==> src/sv/integer_literal_scanner_top_assert.svh <==
// Assertion macros for the integer literal scanner.
`ifndef INTEGER_LITERAL_SCANNER_TOP_ASSERT_SVH
`define INTEGER_LITERAL_SCANNER_TOP_ASSERT_SVH
`ifndef ASSERT_OFF
// Checked property, held off while reset is asserted
`define ILS_ASSERT(lbl, clk, rstn, prop) \
  lbl: assert property (@(posedge clk) disable iff (!(rstn)) (prop)) \
    else $error("integer_literal_scanner: assertion failed");
// Checked property, live through reset as well
`define ILS_ASSERT_ALWAYS(lbl, clk, prop) \
  lbl: assert property (@(posedge clk) (prop)) \
    else $error("integer_literal_scanner: assertion failed");
`else
`define ILS_ASSERT(lbl, clk, rstn, prop)
`define ILS_ASSERT_ALWAYS(lbl, clk, prop)
`endif
`endif

==> src/sv/ils_pkg.sv <==
// Shared types and constants of the integer literal scanner.
package ils_pkg;

  localparam int unsigned VALUE_BITS_DEF = 64;

  // Characters of interest
  localparam logic [7:0] CH_ZERO       = 8'h30;
  localparam logic [7:0] CH_X          = 8'h78;
  localparam logic [7:0] CH_O          = 8'h6F;
  localparam logic [7:0] CH_B          = 8'h62;
  localparam logic [7:0] CH_UNDERSCORE = 8'h5F;
  localparam logic [7:0] CH_I          = 8'h69;
  localparam logic [7:0] CH_U          = 8'h75;
  localparam logic [7:0] CH_ONE        = 8'h31;
  localparam logic [7:0] CH_TWO        = 8'h32;
  localparam logic [7:0] CH_THREE      = 8'h33;
  localparam logic [7:0] CH_FOUR       = 8'h34;
  localparam logic [7:0] CH_SIX        = 8'h36;
  localparam logic [7:0] CH_EIGHT      = 8'h38;

  // Digit value meaning "not a digit"
  localparam logic [4:0] NO_DIGIT = 5'd16;

  // Suffix codes (signed variant; unsigned is one more)
  localparam logic [3:0] SFX_NONE = 4'd0;
  localparam logic [3:0] SFX_I8   = 4'd1;
  localparam logic [3:0] SFX_I16  = 4'd3;
  localparam logic [3:0] SFX_I32  = 4'd5;
  localparam logic [3:0] SFX_I64  = 4'd7;

  typedef enum logic [1:0] {
    PH_PREFIX = 2'd0,
    PH_DIGITS = 2'd1,
    PH_SUFFIX = 2'd2
  } phase_e;

  typedef enum logic [1:0] {
    RADIX_DEC = 2'd0,
    RADIX_HEX = 2'd1,
    RADIX_OCT = 2'd2,
    RADIX_BIN = 2'd3
  } radix_e;

  typedef enum logic [1:0] {
    ST_OK         = 2'd0,
    ST_OVERFLOW   = 2'd1,
    ST_BAD_DIGIT  = 2'd2,
    ST_BAD_SUFFIX = 2'd3
  } status_e;

  // One input item
  typedef struct packed {
    logic [7:0] char_code;
    logic       last_char;
  } in_item_t;

  // Result item fields other than the value
  typedef struct packed {
    logic [3:0] suffix_code;
    status_e    status;
  } res_tag_t;

endpackage

==> src/sv/ils_in_if.sv <==
// Input channel carrying one literal character per item.
interface ils_in_if;
  logic       valid;
  logic       ready;
  logic [7:0] char_code;
  logic       last_char;

  modport source (output valid, output char_code, output last_char, input ready);
  modport sink   (input valid, input char_code, input last_char, output ready);
endinterface

==> src/sv/ils_out_if.sv <==
// Output channel carrying one scan result per item.
interface ils_out_if import ils_pkg::*; #(
  parameter int unsigned ValueBits = VALUE_BITS_DEF
);
  logic                 valid;
  logic                 ready;
  logic [ValueBits-1:0] value;
  logic [3:0]           suffix_code;
  logic [1:0]           status;

  modport source (output valid, output value, output suffix_code, output status,
                  input ready);
  modport sink   (input valid, input value, input suffix_code, input status,
                  output ready);
endinterface

==> src/sv/ils_in_stage.sv <==
// Input register stage of the integer literal scanner.
module ils_in_stage import ils_pkg::*; (
  input  logic     clk_i,
  input  logic     rst_ni,
  input  logic     valid_i,
  input  in_item_t item_i,
  output logic     ready_o,
  input  logic     advance_i,
  output logic     valid_o,
  output in_item_t item_o
);

  logic     valid_q;
  in_item_t item_q;

  // Free slot, or the held item moves on this cycle
  assign ready_o = !valid_q || advance_i;

  always_ff @(posedge clk_i or negedge rst_ni) begin
    if (!rst_ni) begin
      valid_q <= 1'b0;
    end else if (ready_o) begin
      valid_q <= valid_i;
    end
  end

  always_ff @(posedge clk_i) begin
    if (ready_o && valid_i) begin
      item_q <= item_i;
    end
  end

  assign valid_o = valid_q;
  assign item_o  = item_q;

endmodule

==> src/sv/ils_scan.sv <==
// Scanner state and per-character update, result formed on the last character.
module ils_scan import ils_pkg::*; #(
  parameter int unsigned ValueBits = VALUE_BITS_DEF
) (
  input  logic                 clk_i,
  input  logic                 rst_ni,
  input  logic                 fire_i,
  input  in_item_t             item_i,
  output logic                 res_valid_o,
  output logic [ValueBits-1:0] value_o,
  output res_tag_t             tag_o
);

  localparam int unsigned MacBits = ValueBits + 4;

  typedef struct packed {
    phase_e               phase;
    logic [ValueBits-1:0] acc;
    logic [23:0]          sfx;
    logic [2:0]           slen;
    status_e              err;
  } scan_t;

  // Digit value of a character, NO_DIGIT if none
  function automatic logic [4:0] digit_of(logic [7:0] c);
    logic [7:0] t;
    t = 8'h00;
    digit_of = NO_DIGIT;
    if (c >= 8'h30 && c <= 8'h39) begin
      t = c - 8'h30;
      digit_of = {1'b0, t[3:0]};
    end else if (c >= 8'h61 && c <= 8'h66) begin
      t = c - 8'h57;
      digit_of = {1'b0, t[3:0]};
    end else if (c >= 8'h41 && c <= 8'h46) begin
      t = c - 8'h37;
      digit_of = {1'b0, t[3:0]};
    end
  endfunction

  // State at the start of the digits, decimal
  function automatic scan_t fresh_st();
    scan_t s;
    s.phase = PH_DIGITS;
    s.acc   = '0;
    s.sfx   = '0;
    s.slen  = '0;
    s.err   = ST_OK;
    return s;
  endfunction

  // One character into digits or suffix
  function automatic scan_t feed(scan_t s, radix_e r, logic [7:0] c);
    scan_t              n;
    logic [4:0]         d;
    logic [4:0]         base;
    logic [MacBits-1:0] acc_x;
    logic [MacBits-1:0] d_x;
    logic [MacBits-1:0] mac;
    logic               skip;
    logic               is_dig;
    n      = s;
    d      = digit_of(c);
    acc_x  = {4'b0000, s.acc};
    d_x    = {{(MacBits-5){1'b0}}, d};
    case (r)
      RADIX_HEX: begin
        base = 5'd16;
        mac  = (acc_x << 4) + d_x;
      end
      RADIX_OCT: begin
        base = 5'd8;
        mac  = (acc_x << 3) + d_x;
      end
      RADIX_BIN: begin
        base = 5'd2;
        mac  = (acc_x << 1) + d_x;
      end
      default: begin
        base = 5'd10;
        mac  = (acc_x << 3) + (acc_x << 1) + d_x;
      end
    endcase
    skip   = (s.phase == PH_DIGITS) && (c == CH_UNDERSCORE);
    is_dig = (s.phase == PH_DIGITS) && (d != NO_DIGIT);
    if (s.err == ST_OK && !skip) begin
      if (is_dig) begin
        if (d >= base) begin
          n.err = ST_BAD_DIGIT;
        end else if (|mac[MacBits-1:ValueBits]) begin
          n.err = ST_OVERFLOW;
        end else begin
          n.acc = mac[ValueBits-1:0];
        end
      end else begin
        n.phase = PH_SUFFIX;
        case (s.slen)
          3'd0:    n.sfx[7:0]   = c;
          3'd1:    n.sfx[15:8]  = c;
          3'd2:    n.sfx[23:16] = c;
          default: n.sfx        = s.sfx;
        endcase
        if (s.slen < 3'd4) begin
          n.slen = s.slen + 3'd1;
        end
      end
    end
    return n;
  endfunction

  // Suffix decode: {bad, code}
  function automatic logic [4:0] lookup(logic [23:0] sfx, logic [2:0] slen);
    logic [7:0] a;
    logic [7:0] b;
    logic [7:0] c;
    logic [3:0] sgn;
    a   = sfx[7:0];
    b   = sfx[15:8];
    c   = sfx[23:16];
    sgn = {3'b000, (a == CH_U)};
    lookup = {1'b1, SFX_NONE};
    if (slen == 3'd0) begin
      lookup = {1'b0, SFX_NONE};
    end else if (a == CH_I || a == CH_U) begin
      if (slen == 3'd2 && b == CH_EIGHT) begin
        lookup = {1'b0, SFX_I8 + sgn};
      end else if (slen == 3'd3 && b == CH_ONE && c == CH_SIX) begin
        lookup = {1'b0, SFX_I16 + sgn};
      end else if (slen == 3'd3 && b == CH_THREE && c == CH_TWO) begin
        lookup = {1'b0, SFX_I32 + sgn};
      end else if (slen == 3'd3 && b == CH_SIX && c == CH_FOUR) begin
        lookup = {1'b0, SFX_I64 + sgn};
      end
    end
  endfunction

  phase_e               phase_q;
  radix_e               radix_q, radix_d;
  logic [ValueBits-1:0] acc_q;
  logic [15:0]          held_q, held_d;
  logic [1:0]           cnt_q, cnt_d;
  logic [23:0]          sfx_q;
  logic [2:0]           slen_q;
  status_e              err_q;

  scan_t      cur, pre_st, tail, fin;
  radix_e     pre_rad;
  logic [7:0] c, h0, h1;
  logic [4:0] sfx_res;
  logic       last;

  assign c    = item_i.char_code;
  assign last = item_i.last_char;
  assign h0   = held_q[7:0];
  assign h1   = held_q[15:8];

  // Prefix decode of the two held characters
  always_comb begin
    pre_rad = RADIX_DEC;
    if (h0 == CH_ZERO) begin
      case (h1)
        CH_X:    pre_rad = RADIX_HEX;
        CH_O:    pre_rad = RADIX_OCT;
        CH_B:    pre_rad = RADIX_BIN;
        default: pre_rad = RADIX_DEC;
      endcase
    end
  end

  // Next scan state; held characters start from zero
  always_comb begin
    cur.phase = phase_q;
    cur.acc   = acc_q;
    cur.sfx   = sfx_q;
    cur.slen  = slen_q;
    cur.err   = err_q;
    radix_d   = radix_q;
    held_d    = held_q;
    cnt_d     = cnt_q;
    pre_st    = fresh_st();
    tail      = fresh_st();
    fin       = cur;
    if (phase_q == PH_PREFIX) begin
      if (cnt_q[1]) begin
        held_d  = '0;
        cnt_d   = '0;
        radix_d = pre_rad;
        if (pre_rad == RADIX_DEC) begin
          pre_st = feed(feed(fresh_st(), RADIX_DEC, h0), RADIX_DEC, h1);
        end
        fin = feed(pre_st, pre_rad, c);
      end else begin
        held_d = cnt_q[0] ? {c, held_q[7:0]} : {8'h00, c};
        cnt_d  = cnt_q + 2'd1;
        if (cnt_q[0]) begin
          tail = feed(feed(fresh_st(), RADIX_DEC, h0), RADIX_DEC, c);
        end else begin
          tail = feed(fresh_st(), RADIX_DEC, c);
        end
        if (last) begin
          fin = tail;
        end
      end
    end else begin
      fin = feed(cur, radix_q, c);
    end
  end

  // Result of the literal
  always_comb begin
    sfx_res           = lookup(fin.sfx, fin.slen);
    res_valid_o       = fire_i && last;
    value_o           = '0;
    tag_o.suffix_code = SFX_NONE;
    tag_o.status      = fin.err;
    if (fin.err == ST_OK) begin
      if (sfx_res[4]) begin
        tag_o.status = ST_BAD_SUFFIX;
      end else begin
        tag_o.suffix_code = sfx_res[3:0];
        value_o           = fin.acc;
      end
    end
  end

  // State registers; a literal's end returns to the start
  always_ff @(posedge clk_i or negedge rst_ni) begin
    if (!rst_ni) begin
      phase_q <= PH_PREFIX;
      radix_q <= RADIX_DEC;
      acc_q   <= '0;
      held_q  <= '0;
      cnt_q   <= '0;
      sfx_q   <= '0;
      slen_q  <= '0;
      err_q   <= ST_OK;
    end else if (fire_i) begin
      if (last) begin
        phase_q <= PH_PREFIX;
        radix_q <= RADIX_DEC;
        acc_q   <= '0;
        held_q  <= '0;
        cnt_q   <= '0;
        sfx_q   <= '0;
        slen_q  <= '0;
        err_q   <= ST_OK;
      end else begin
        phase_q <= fin.phase;
        radix_q <= radix_d;
        acc_q   <= fin.acc;
        held_q  <= held_d;
        cnt_q   <= cnt_d;
        sfx_q   <= fin.sfx;
        slen_q  <= fin.slen;
        err_q   <= fin.err;
      end
    end
  end

endmodule

==> src/sv/ils_out_stage.sv <==
// Result register stage of the integer literal scanner.
module ils_out_stage import ils_pkg::*; #(
  parameter int unsigned ValueBits = VALUE_BITS_DEF
) (
  input  logic                 clk_i,
  input  logic                 rst_ni,
  input  logic                 res_valid_i,
  input  logic [ValueBits-1:0] value_i,
  input  res_tag_t             tag_i,
  output logic                 advance_o,
  output logic                 valid_o,
  input  logic                 ready_i,
  output logic [ValueBits-1:0] value_o,
  output res_tag_t             tag_o
);

  logic                 valid_q;
  logic [ValueBits-1:0] value_q;
  res_tag_t             tag_q;

  // Register free or being emptied this cycle
  assign advance_o = !valid_q || ready_i;

  always_ff @(posedge clk_i or negedge rst_ni) begin
    if (!rst_ni) begin
      valid_q <= 1'b0;
    end else if (advance_o) begin
      valid_q <= res_valid_i;
    end
  end

  always_ff @(posedge clk_i) begin
    if (advance_o && res_valid_i) begin
      value_q <= value_i;
      tag_q   <= tag_i;
    end
  end

  assign valid_o = valid_q;
  assign value_o = value_q;
  assign tag_o   = tag_q;

endmodule

==> src/sv/integer_literal_scanner_top.sv <==
// Integer literal scanner: one character per item in, one result per literal out.
// The last character is registered in the input register; the scanner forms its result
// combinationally from it, and that result is registered in the result register.
// Throughput: one character per cycle while a held result does not stall the input.
// Reset (asynchronous, active low) empties both stages and starts a new literal.
`include "integer_literal_scanner_top_assert.svh"
module integer_literal_scanner_top import ils_pkg::*; #(
  parameter int unsigned ValueBits = VALUE_BITS_DEF
) (
  input  logic     clk_i,
  input  logic     rst_ni,
  ils_in_if.sink   in_i,
  ils_out_if.source out_o
);

  in_item_t             in_item;
  in_item_t             s1_item;
  logic                 s1_valid;
  logic                 s1_fire;
  logic                 advance;
  logic                 res_valid;
  logic [ValueBits-1:0] res_value;
  res_tag_t             res_tag;
  res_tag_t             out_tag;
  logic                 out_err;
  logic                 out_clear;
  logic                 out_held;
  logic                 last_fire;
  logic                 mid_fire;

  assign in_item.char_code = in_i.char_code;
  assign in_item.last_char = in_i.last_char;

  // Input register
  ils_in_stage u_in_stage (
    .clk_i     (clk_i),
    .rst_ni    (rst_ni),
    .valid_i   (in_i.valid),
    .item_i    (in_item),
    .ready_o   (in_i.ready),
    .advance_i (advance),
    .valid_o   (s1_valid),
    .item_o    (s1_item)
  );

  assign s1_fire = s1_valid && advance;

  // Scanner state and result logic
  ils_scan #(.ValueBits(ValueBits)) u_scan (
    .clk_i       (clk_i),
    .rst_ni      (rst_ni),
    .fire_i      (s1_fire),
    .item_i      (s1_item),
    .res_valid_o (res_valid),
    .value_o     (res_value),
    .tag_o       (res_tag)
  );

  // Result register
  ils_out_stage #(.ValueBits(ValueBits)) u_out_stage (
    .clk_i       (clk_i),
    .rst_ni      (rst_ni),
    .res_valid_i (res_valid),
    .value_i     (res_value),
    .tag_i       (res_tag),
    .advance_o   (advance),
    .valid_o     (out_o.valid),
    .ready_i     (out_o.ready),
    .value_o     (out_o.value),
    .tag_o       (out_tag)
  );

  assign out_o.suffix_code = out_tag.suffix_code;
  assign out_o.status      = out_tag.status;

  // Terms used by the checks
  assign out_err   = out_o.valid && (out_o.status != ST_OK);
  assign out_clear = (out_o.value == '0) && (out_o.suffix_code == SFX_NONE);
  assign out_held  = s1_valid && out_o.valid && !out_o.ready;
  assign last_fire = s1_fire && s1_item.last_char;
  assign mid_fire  = s1_fire && !s1_item.last_char;

  // Checks
  `ILS_ASSERT_ALWAYS(a_err_clears_fields, clk_i, out_err |-> out_clear)
  `ILS_ASSERT(a_stall_only_when_full, clk_i, rst_ni, !in_i.ready |-> out_held)
  `ILS_ASSERT(a_last_gives_result, clk_i, rst_ni, last_fire |=> out_o.valid)
  `ILS_ASSERT(a_inner_char_no_result, clk_i, rst_ni, mid_fire |=> !out_o.valid)

endmodule
==> src/flat_wrapper.sv <==
// flat-port wrapper written by rule: the top's interface ports become plain ports
module integer_literal_scanner_top_flat import ils_pkg::*;
#(
  parameter int unsigned ValueBits = VALUE_BITS_DEF
)
  (clk_i, rst_ni, in_i_valid, in_i_char_code, in_i_last_char, in_i_ready, out_o_valid, out_o_value, out_o_suffix_code, out_o_status, out_o_ready);
  ils_in_if in_i_i ();
  ils_out_if #(.ValueBits(ValueBits)) out_o_i ();
  input  logic clk_i;
  input  logic rst_ni;
  input wire logic [$bits(in_i_i.valid)-1:0] in_i_valid;
  input wire logic [$bits(in_i_i.char_code)-1:0] in_i_char_code;
  input wire logic [$bits(in_i_i.last_char)-1:0] in_i_last_char;
  output wire logic [$bits(in_i_i.ready)-1:0] in_i_ready;
  output wire logic [$bits(out_o_i.valid)-1:0] out_o_valid;
  output wire logic [$bits(out_o_i.value)-1:0] out_o_value;
  output wire logic [$bits(out_o_i.suffix_code)-1:0] out_o_suffix_code;
  output wire logic [$bits(out_o_i.status)-1:0] out_o_status;
  input wire logic [$bits(out_o_i.ready)-1:0] out_o_ready;
  assign in_i_i.valid = in_i_valid;
  assign in_i_i.char_code = in_i_char_code;
  assign in_i_i.last_char = in_i_last_char;
  assign in_i_ready = in_i_i.ready;
  assign out_o_valid = out_o_i.valid;
  assign out_o_value = out_o_i.value;
  assign out_o_suffix_code = out_o_i.suffix_code;
  assign out_o_status = out_o_i.status;
  assign out_o_i.ready = out_o_ready;
  integer_literal_scanner_top #(.ValueBits(ValueBits)) u_core (.clk_i(clk_i), .rst_ni(rst_ni), .in_i(in_i_i), .out_o(out_o_i));
endmodule
==> config.mk <==
export PLATFORM = sky130hd
export DESIGN_NAME = integer_literal_scanner_top_flat
export DESIGN_NICKNAME = d
export VERILOG_FILES = /design/src/sv/ils_pkg.sv /design/src/sv/ils_in_if.sv /design/src/sv/ils_out_if.sv /design/src/sv/ils_in_stage.sv /design/src/sv/ils_scan.sv /design/src/sv/ils_out_stage.sv /design/src/sv/integer_literal_scanner_top.sv /design/src/flat_wrapper.sv
export VERILOG_INCLUDE_DIRS = /design/src /design/src/sv
export SDC_FILE = /design/constraint.sdc
export NUM_CORES = 1
export LEC_CHECK = 0
export ABC_AREA = 1
export BUFFER_PORTS_ARGS = -buffer_cell sky130_fd_sc_hd__buf_2
export CORE_UTILIZATION = 30
export DETAILED_ROUTE_END_ITERATION = 16
export PLACE_DENSITY = 0.5
export SKIP_LAST_GASP = 1
export SLEW_MARGIN = 10
export SYNTH_ARGS = -nofsm -noshare
export SYNTH_HDL_FRONTEND = slang
export SYNTH_SLANG_ARGS = --single-unit
==> constraint.sdc <==
create_clock -name clk_i -period 5.6 [get_ports clk_i]
set_input_delay 1.12 -clock clk_i [delete_from_list [all_inputs] [get_ports clk_i]]
set_output_delay 1.12 -clock clk_i [all_outputs]
set_load 0.02 [all_outputs]
**After elaboration in Yosys (flattened, before gate mapping)**

Index checks and enable logic that the tools add are counted.

- Register bits: 196
- Latch bits: 0
- Memory bits (writable): 0
- Bits in read-only memories: 0
- Input port bits: 13
- Word-level logic and storage cells: 372
- Memories: 0

- Add/subtract/negate cells: 32
- Multipliers: 0
- Divide/modulo/power cells: 0
- Magnitude comparators: 29
- Equality and inequality tests: 46
- Shifts and indexed selects: 0
- Multiplexer cells: 178
- Bitwise logic cells: 2
- Reduce and logical (&&, ||, !) cells: 69

Operators with widths:

| cell | count |
|---|---|
| $mux 95 | 20 |
| $mux 64 | 22 |
| $mux 68 | 18 |
| $add 68x5->68 | 6 |
| $pmux 68 s3 | 2 |
| $add 67x65->68 | 4 |
| $mux 5 | 45 |
| $add 67x5->68 | 2 |
| $add 65x5->66 | 2 |
| $mux 27 | 4 |
| $mux 8 | 12 |
| $mux 2 | 36 |
| $eq 8x6->1 const B | 8 |
| $eq 8x7->1 const B | 8 |
| $mux 16 | 4 |
| $ge 8x7->1 const B | 6 |
| $le 8x7->1 const B | 6 |
| $ge 5x5->1 | 7 |
| $ne 5x5->1 const B | 7 |
| $mux 11 | 3 |
| $logic_and 1x1->1 | 32 |
| $reduce_or 4->1 | 8 |
| $pmux 5 s3 | 2 |
| $ge 8x6->1 const B | 3 |
| 30 further kinds | 89 |

**Logic depth before layout (Yosys ltp)**

- Word-level depth: 55
- Mapped depth: 41
- Mapped depth without buffers: 41

**Cells and area by module**

From an unflattened synthesis, not the netlist that was laid out.

- Cells, all modules: 4081
- Area, all modules: 25136.6 sq um

By module, submodules not included:

| module | instances | cells an instance | area each (sq um) |
|---|---|---|---|
| ils_scan | 1 | 3988 | 22666.7 |
| ils_out_stage | 1 | 76 | 2147.1 |
| ils_in_stage | 1 | 15 | 315.3 |
| integer_literal_scanner_top | 1 | 2 | 7.5 |

**Worst setup path after synthesis**

OpenSTA, ideal clock, no wires.

- Path kind: register to register
- Start: reg u_core.u_in_stage.item_q, in the netlist u_core.u_in_stage.item_o[1]
- End: reg u_core.u_out_stage.value_q[15] (netlist: u_core.u_out_stage.value_o[15]) (data pin)
- Setup time: 260 ps
- Arrival time: 5786 ps
- Data required time: 5340 ps
- Setup slack: -446 ps
- Stages on the path, launching flop included: 36
- Path buffers: 3
- Path through: edfxtp_1 > clkbuf_1 > inv_1 > ha_1 > nand3_1 > o211ai_2 > nand2_2 > inv_1 > nor2_1 > inv_1 > fa_1 > fa_1 > inv_1 > nand2_1 > o21ai_0 > a21oi_1 > o21ai_0 > a21oi_1 > o21ai_0 > nand3_1 > nand2_1 > nand2_1 > nand2_1 > nand2_1 > nand2_1 > nor2_1 > nand2_1 > inv_2 > nand2_2 > inv_2 > buf_4 > buf_4 > nand2_1 > nand2_1 > a22oi_1 > nor2_2

- Longest elaborated chain between the ends: 26
- Elaborated cells on any way between the ends: 137

RTL lines:

| element | line | RTL |
|---|---|---|
| start, declared | ils_in_stage.sv:14 | `in_item_t item_q;` |
| start signal, assigned | ils_in_stage.sv:29 | `item_q <= item_i;` |
| branches (longest 15 deep; another with $add 68x5->68) | n/a |  |
| $mux 95 (*) | ils_scan.sv:183 | `if (phase_q == PH_PREFIX) begin` |
| $eq 8x6->1 or $eq 3x2->1 (tied branches) | ils_scan.sv:131, ils_scan.sv:127, ils_scan.sv:129 |  |
| $logic_and 1x1->1 (2 in series) | ils_scan.sv:131 | `end else if (slen == 3'd3 && b == CH_SIX && c == CH_FOUR) begin` |
| $mux 5 | ils_scan.sv:131 |  |
| $mux 5 | ils_scan.sv:129 | `end else if (slen == 3'd3 && b == CH_THREE && c == CH_TWO) begin` |
| $mux 5 | ils_scan.sv:127 | `end else if (slen == 3'd3 && b == CH_ONE && c == CH_SIX) begin` |
| $mux 5 | ils_scan.sv:125 | `if (slen == 3'd2 && b == CH_EIGHT) begin` |
| $mux 5 | ils_scan.sv:124 | `end else if (a == CH_I \|\| a == CH_U) begin` |
| $mux 5 | ils_scan.sv:122 | `if (slen == 3'd0) begin` |
| $reduce_or 2->1 (no source line) | n/a |  |
| end signal, assigned | ils_out_stage.sv:34 | `value_q <= value_i;` |
| end, declared | ils_out_stage.sv:18 | `logic [ValueBits-1:0] value_q;` |

Every way passes the cells marked *. The select of a mux whose other input is x is not followed.
A chain may end at the register's enable or synchronous reset.

**Worst setup path in the final report**

- Start: reg u_core.u_scan.held_q[3]
- End: reg u_core.u_out_stage.value_q[9] (netlist: u_core.u_out_stage.value_o[9]) (data pin)

- Longest elaborated chain between the ends: 46
- Elaborated cells on any way between the ends: 191

RTL lines:

| element | line | RTL |
|---|---|---|
| start, declared | ils_scan.sv:140 | `logic [15:0] held_q, held_d;` |
| start signal, assigned | ils_scan.sv:251 | `held_q <= held_d;` |
| $ge 8x7->1 or $le 8x7->1 (tied branches) | ils_scan.sv:35 | `end else if (c >= 8'h41 && c <= 8'h46) begin` |
| $logic_and 1x1->1 | ils_scan.sv:35 |  |
| $mux 5 | ils_scan.sv:35 |  |
| $mux 5 | ils_scan.sv:32 | `end else if (c >= 8'h61 && c <= 8'h66) begin` |
| $mux 5 | ils_scan.sv:29 | `if (c >= 8'h30 && c <= 8'h39) begin` |
| $mux 5 | ils_scan.sv:188 | `if (pre_rad == RADIX_DEC) begin` |
| $mux 5 | ils_scan.sv:184 | `if (cnt_q[1]) begin` |
| $mux 5 | ils_scan.sv:183 |  |
| [... 30 more ...] | n/a |  |
| $mux 2 or $logic_and 1x1->1 (tied branches) | ils_scan.sv:88, ils_scan.sv:131 |  |
| $mux 2 or $mux 5 (tied branches) | ils_scan.sv:87, ils_scan.sv:131 |  |
| $mux 95 or $mux 5 (tied branches) | ils_scan.sv:86, ils_scan.sv:129 |  |
| $mux 95 (*) | ils_scan.sv:184 |  |
| $mux 95 (*) | ils_scan.sv:183 |  |
| $logic_not 2->1 or $mux 5 (tied branches) | ils_scan.sv:216, ils_scan.sv:124 |  |
| $not 1->1 (no source line) or $mux 5 (tied branches) | n/a |  |
| $reduce_or 2->1 (no source line) | n/a |  |

Every way passes the cells marked *; elsewhere a longest branch is shown, timed or not. The select of a mux whose other input is x is not followed.

==> results by group <==
Route
  – Drt drc: 0
  – Number of detailed-route iterations in the first pass: 9
  – Initial detailed-routing violation count: 3366
  – Via count of the routed design: approximately 30000
  – Routed WL: 134000 µm
  – Drt via density: 5.52
  – Routed wire length per instance: 24.5 µm
  – DRT antenna net count: 0

Floorplanning
  – Number of top-level design ports: 85
  – Full die area: 85200 µm²
  – Die Wd: about 290 µm
  – Core box area: 82600 µm²
  – Effective utilization at floorplan: a little under a third
  – Row Count: 105
  – Chip height: 292 µm

Critical path
  – Startpoint types: register
  – Max FO, Critical Path: 5
  – Worst setup path class: reg -> reg
  – Delay contributed by the slowest stage of the critical path: 0.54 ns
  – Slowest-stage cell, CP: sky130_fd_sc_hd__fa_1
  – Arrival time of data at the critical path endpoint: 5.93 ns
  – Data required time at the worst endpoint: 5.92 ns
  – CP dominant cell by count: sky130_fd_sc_hd__nand2_2
  – Crit end category: register

Clock tree
  – Number of clock sinks: ~200
  – Number of hold buffers added after cts: 0
  – CTS clk-pin slew, worst paths: 0.10 ns
  – H-Tree Depth: 4
  – Worst-Skew Late Latency: 0.58 ns
  – TritonCTS clock tree: done
  – CTS Root Buffer Type: sky130_fd_sc_hd__clkbuf_16
  – Clock tree buffer depth: 2
  – Cts bufs inserted: 17

Logic synthesis
  – Predominant post-synthesis flop cell: sky130_fd_sc_hd__dfrtp_1
  – Mapped Cells: 4107
  – Per-instance average area after synthesis: 6.14 µm²
  – Commonest cells post-synth: 918 x sky130_fd_sc_hd__nand2_1, 534 x sky130_fd_sc_hd__inv_1, 450 x sky130_fd_sc_hd__nor2_1
  – Async SR Flop Fraction: 59.7%
  – Library cell with the largest summed area after synthesis: sky130_fd_sc_hd__nand2_1
  – Number of enable-type register cells in the synthesized netlist: 79
  – Share of the yosys chip area belonging to registers: 21.0%
  – Number of flip-flops and latches in the synthesized netlist: approximately 200
  – Synthesized area: 25200 µm²
  – Fraction of synthesized cell area taken by the top area cell type: 13.7%
  – Cells taking the most area after synthesis: sky130_fd_sc_hd__nand2_1 14%, sky130_fd_sc_hd__dfrtp_1 12%, sky130_fd_sc_hd__ha_1 10%
  – YS warnings: 0
  – Cell with the most instances after synthesis: sky130_fd_sc_hd__nand2_1
  – Number of library cell types mapped by synthesis: between 60 and 70

Timing
  – Ratio of final minimum period to clock period: 100%
  – Actual slew at the worst max-slew pin: 1.40 ns
  – Hold Fails Final Rpt: 0
  – Max Slew Vio Count: 0
  – Worst path setup slack after routing: -0.0136 ns
  – Endpoints failing setup: 2
  – Worst slew margin: approximately 5.4%
  – Hold slack: 0.392 ns
  – Max Clock Freq: ~0.18 GHz
  – Setup skew after layout: 0.0356 ns
  – Crit path time final: between 5 and 6 ns
  – RSZ-0062 raised after global routing: yes

Place
  – Setup slack after placement: -0.287 ns
  – # port buffers: 84
  – HPWL after detailed placement: ~100000 µm
  – RePlAce Congestion: 1.05
  – Placed cell count: ~5400

Final layout
  – Core Util, Final: 36.5%
  – Post-layout nets: 4607
  – Non-filler instance count after layout: ~5500
  – Fraction of layout cells with a size suffix above 1: between 10% and 20%
  – Area growth from synthesis to layout: 19.5%

Status
  – Violations in the final reports: negative setup slack
  – Status: finished with violations

Hold path
  – Type of the worst min-delay path: in -> async

GRT
  – Maximum number of pins on one net before global-route repair: 73
  – Total gr overflow: 0
  – Global-route wire length before repair: 191000 µm
  – Via count of the first global-routing pass: 28344
  – Antenna violations before repair: 1
  – Aggregate global-route resource usage: 30.2%

Power
  – Power density over cell area: around 260 nW/µm²
  – Total power: 7.78 mW
  – Maximum vdd drop: 0.284 mV
  – P_leak: about 13 nW

Run
  – Max_cap viols: 0
per-layer routing:
metal / GRT usage (%) / routed length, µm / up-vias
met5: 0 / 0 / -
met4: 13.1 / 6320 / 0
met3: 3.97 / 8710 / 234
met2: 49.5 / 61700 / 1246
met1: 39.6 / 57000 / 14318
li1: - / - / 14317
metrics by stage:
step	setup TNS, ns	cell area (µm²)
floorplan	0	25300
global placement	-12.89	28500
detailed placement	-22.01	28500
CTS	-0.00113	29400
global route	-2.40	30100
finish	-0.0261	30100
final timing paths:
check	start	endpoint	slack (ns)	cells past startpoint
max	u_core.u_scan.held_q[3]	u_core.u_out_stage.value_o[9]	-0.01	39
max reg2reg	u_core.u_scan.held_q[3]	u_core.u_out_stage.value_o[9]	-0.01	39
min reg2reg	u_core.u_scan.sfx_q[13]	u_core.u_scan.sfx_q[13]	0.52	2
min in group clk_i	u_core.u_scan.sfx_q[13]	u_core.u_scan.sfx_q[13]	0.52	2
min	rst_ni	u_core.u_scan.sfx_q[12]	0.39	1
max in group asynchronous	rst_ni	u_core.u_scan.acc_q[24]	4.09	2
report_power, final:
group | switching, mW | leakage [nW] | internal [mW]
Combinational | 2.87 | 10.2 | 1.47
Sequential | 0.278 | 2.36 | 1.73
Clock | 0.817 | 0.300 | 0.615
Total | 3.97 | 12.9 | 3.82
worst max-delay path: cells and delay by family (launching register included):
family / cells / cell delay (ns)
compound gates: 5 / 0.42
fa+ha+maj: 4 / 1.84
buf+inv: 9 / 0.60
flops: 1 / 0.49
simple gates: 21 / 2.03
layout by cell type, fill, tap and decap left out, drive strengths merged, types with 10 or more instances in the layout:
cell and instances:
edfxtp 79, o22ai 60, nand4 48, o21a 13, clkinv 15, nor2 490, nand3 279, nand2 934
a31oi 19, nor4 18, clkbuf 23, fa 16, a21oi 364, ha 205, a21boi 10, dfrtp 117
xor2 37, o211ai 34, nor3 84, inv 558, buf 390, o311ai 13, a21o 11, o21ai 464
xnor2 19
registers in the layout, indices dropped and copies added (netlist names):
name,cells
u_core.u_in_stage.valid_o,1
u_core.u_scan.sfx_q,24
u_core.u_in_stage.item_o,9
u_core.u_scan.cnt_q,2
u_core.u_scan.radix_q,2
u_core.u_out_stage.valid_o,1
u_core.u_scan.held_q,16
u_core.u_scan.slen_q,3
u_core.u_scan.phase_q,2
u_core.u_out_stage.value_o,64
u_core.u_scan.acc_q,64
u_core.u_scan.err_q,2
u_core.u_out_stage.tag_o,6
repair_timing:
action	4_1_cts	5_1_grt
endpoints found under the setup margin	131	133
gates resized for setup	53	124
cloned	1	9
pin swaps	29	61
buffers inserted	12	15
logic make-up after synthesis:
group / count (synthesis) / share of synthesized area (%)
AOI/OAI and AO/OA: 1045 / 22.8
xor gates and xnor gates: 56 / 1.94
adders and majority gates: 221 / 11.4
buffers and inverters: 711 / 11.1
DFF: 196 / 21.0
muxes: 2 / 0.0794
other: 1 / 0.0149
and+or+nand+nor: 1875 / 31.6
layout make-up:
type	instances	area (µm²)
clock inverter	15	189
multi-input combinational	3201	17700
sequential	196	5300
antenna	1	2.50
inverter	560	2130
clock buffer	17	425
fill	9090	52500
timing repair inverter	1	11.3
timing repair buffer	396	3070
tap	1070	1340
Note: power is estimated with default switching activity, not from simulation.
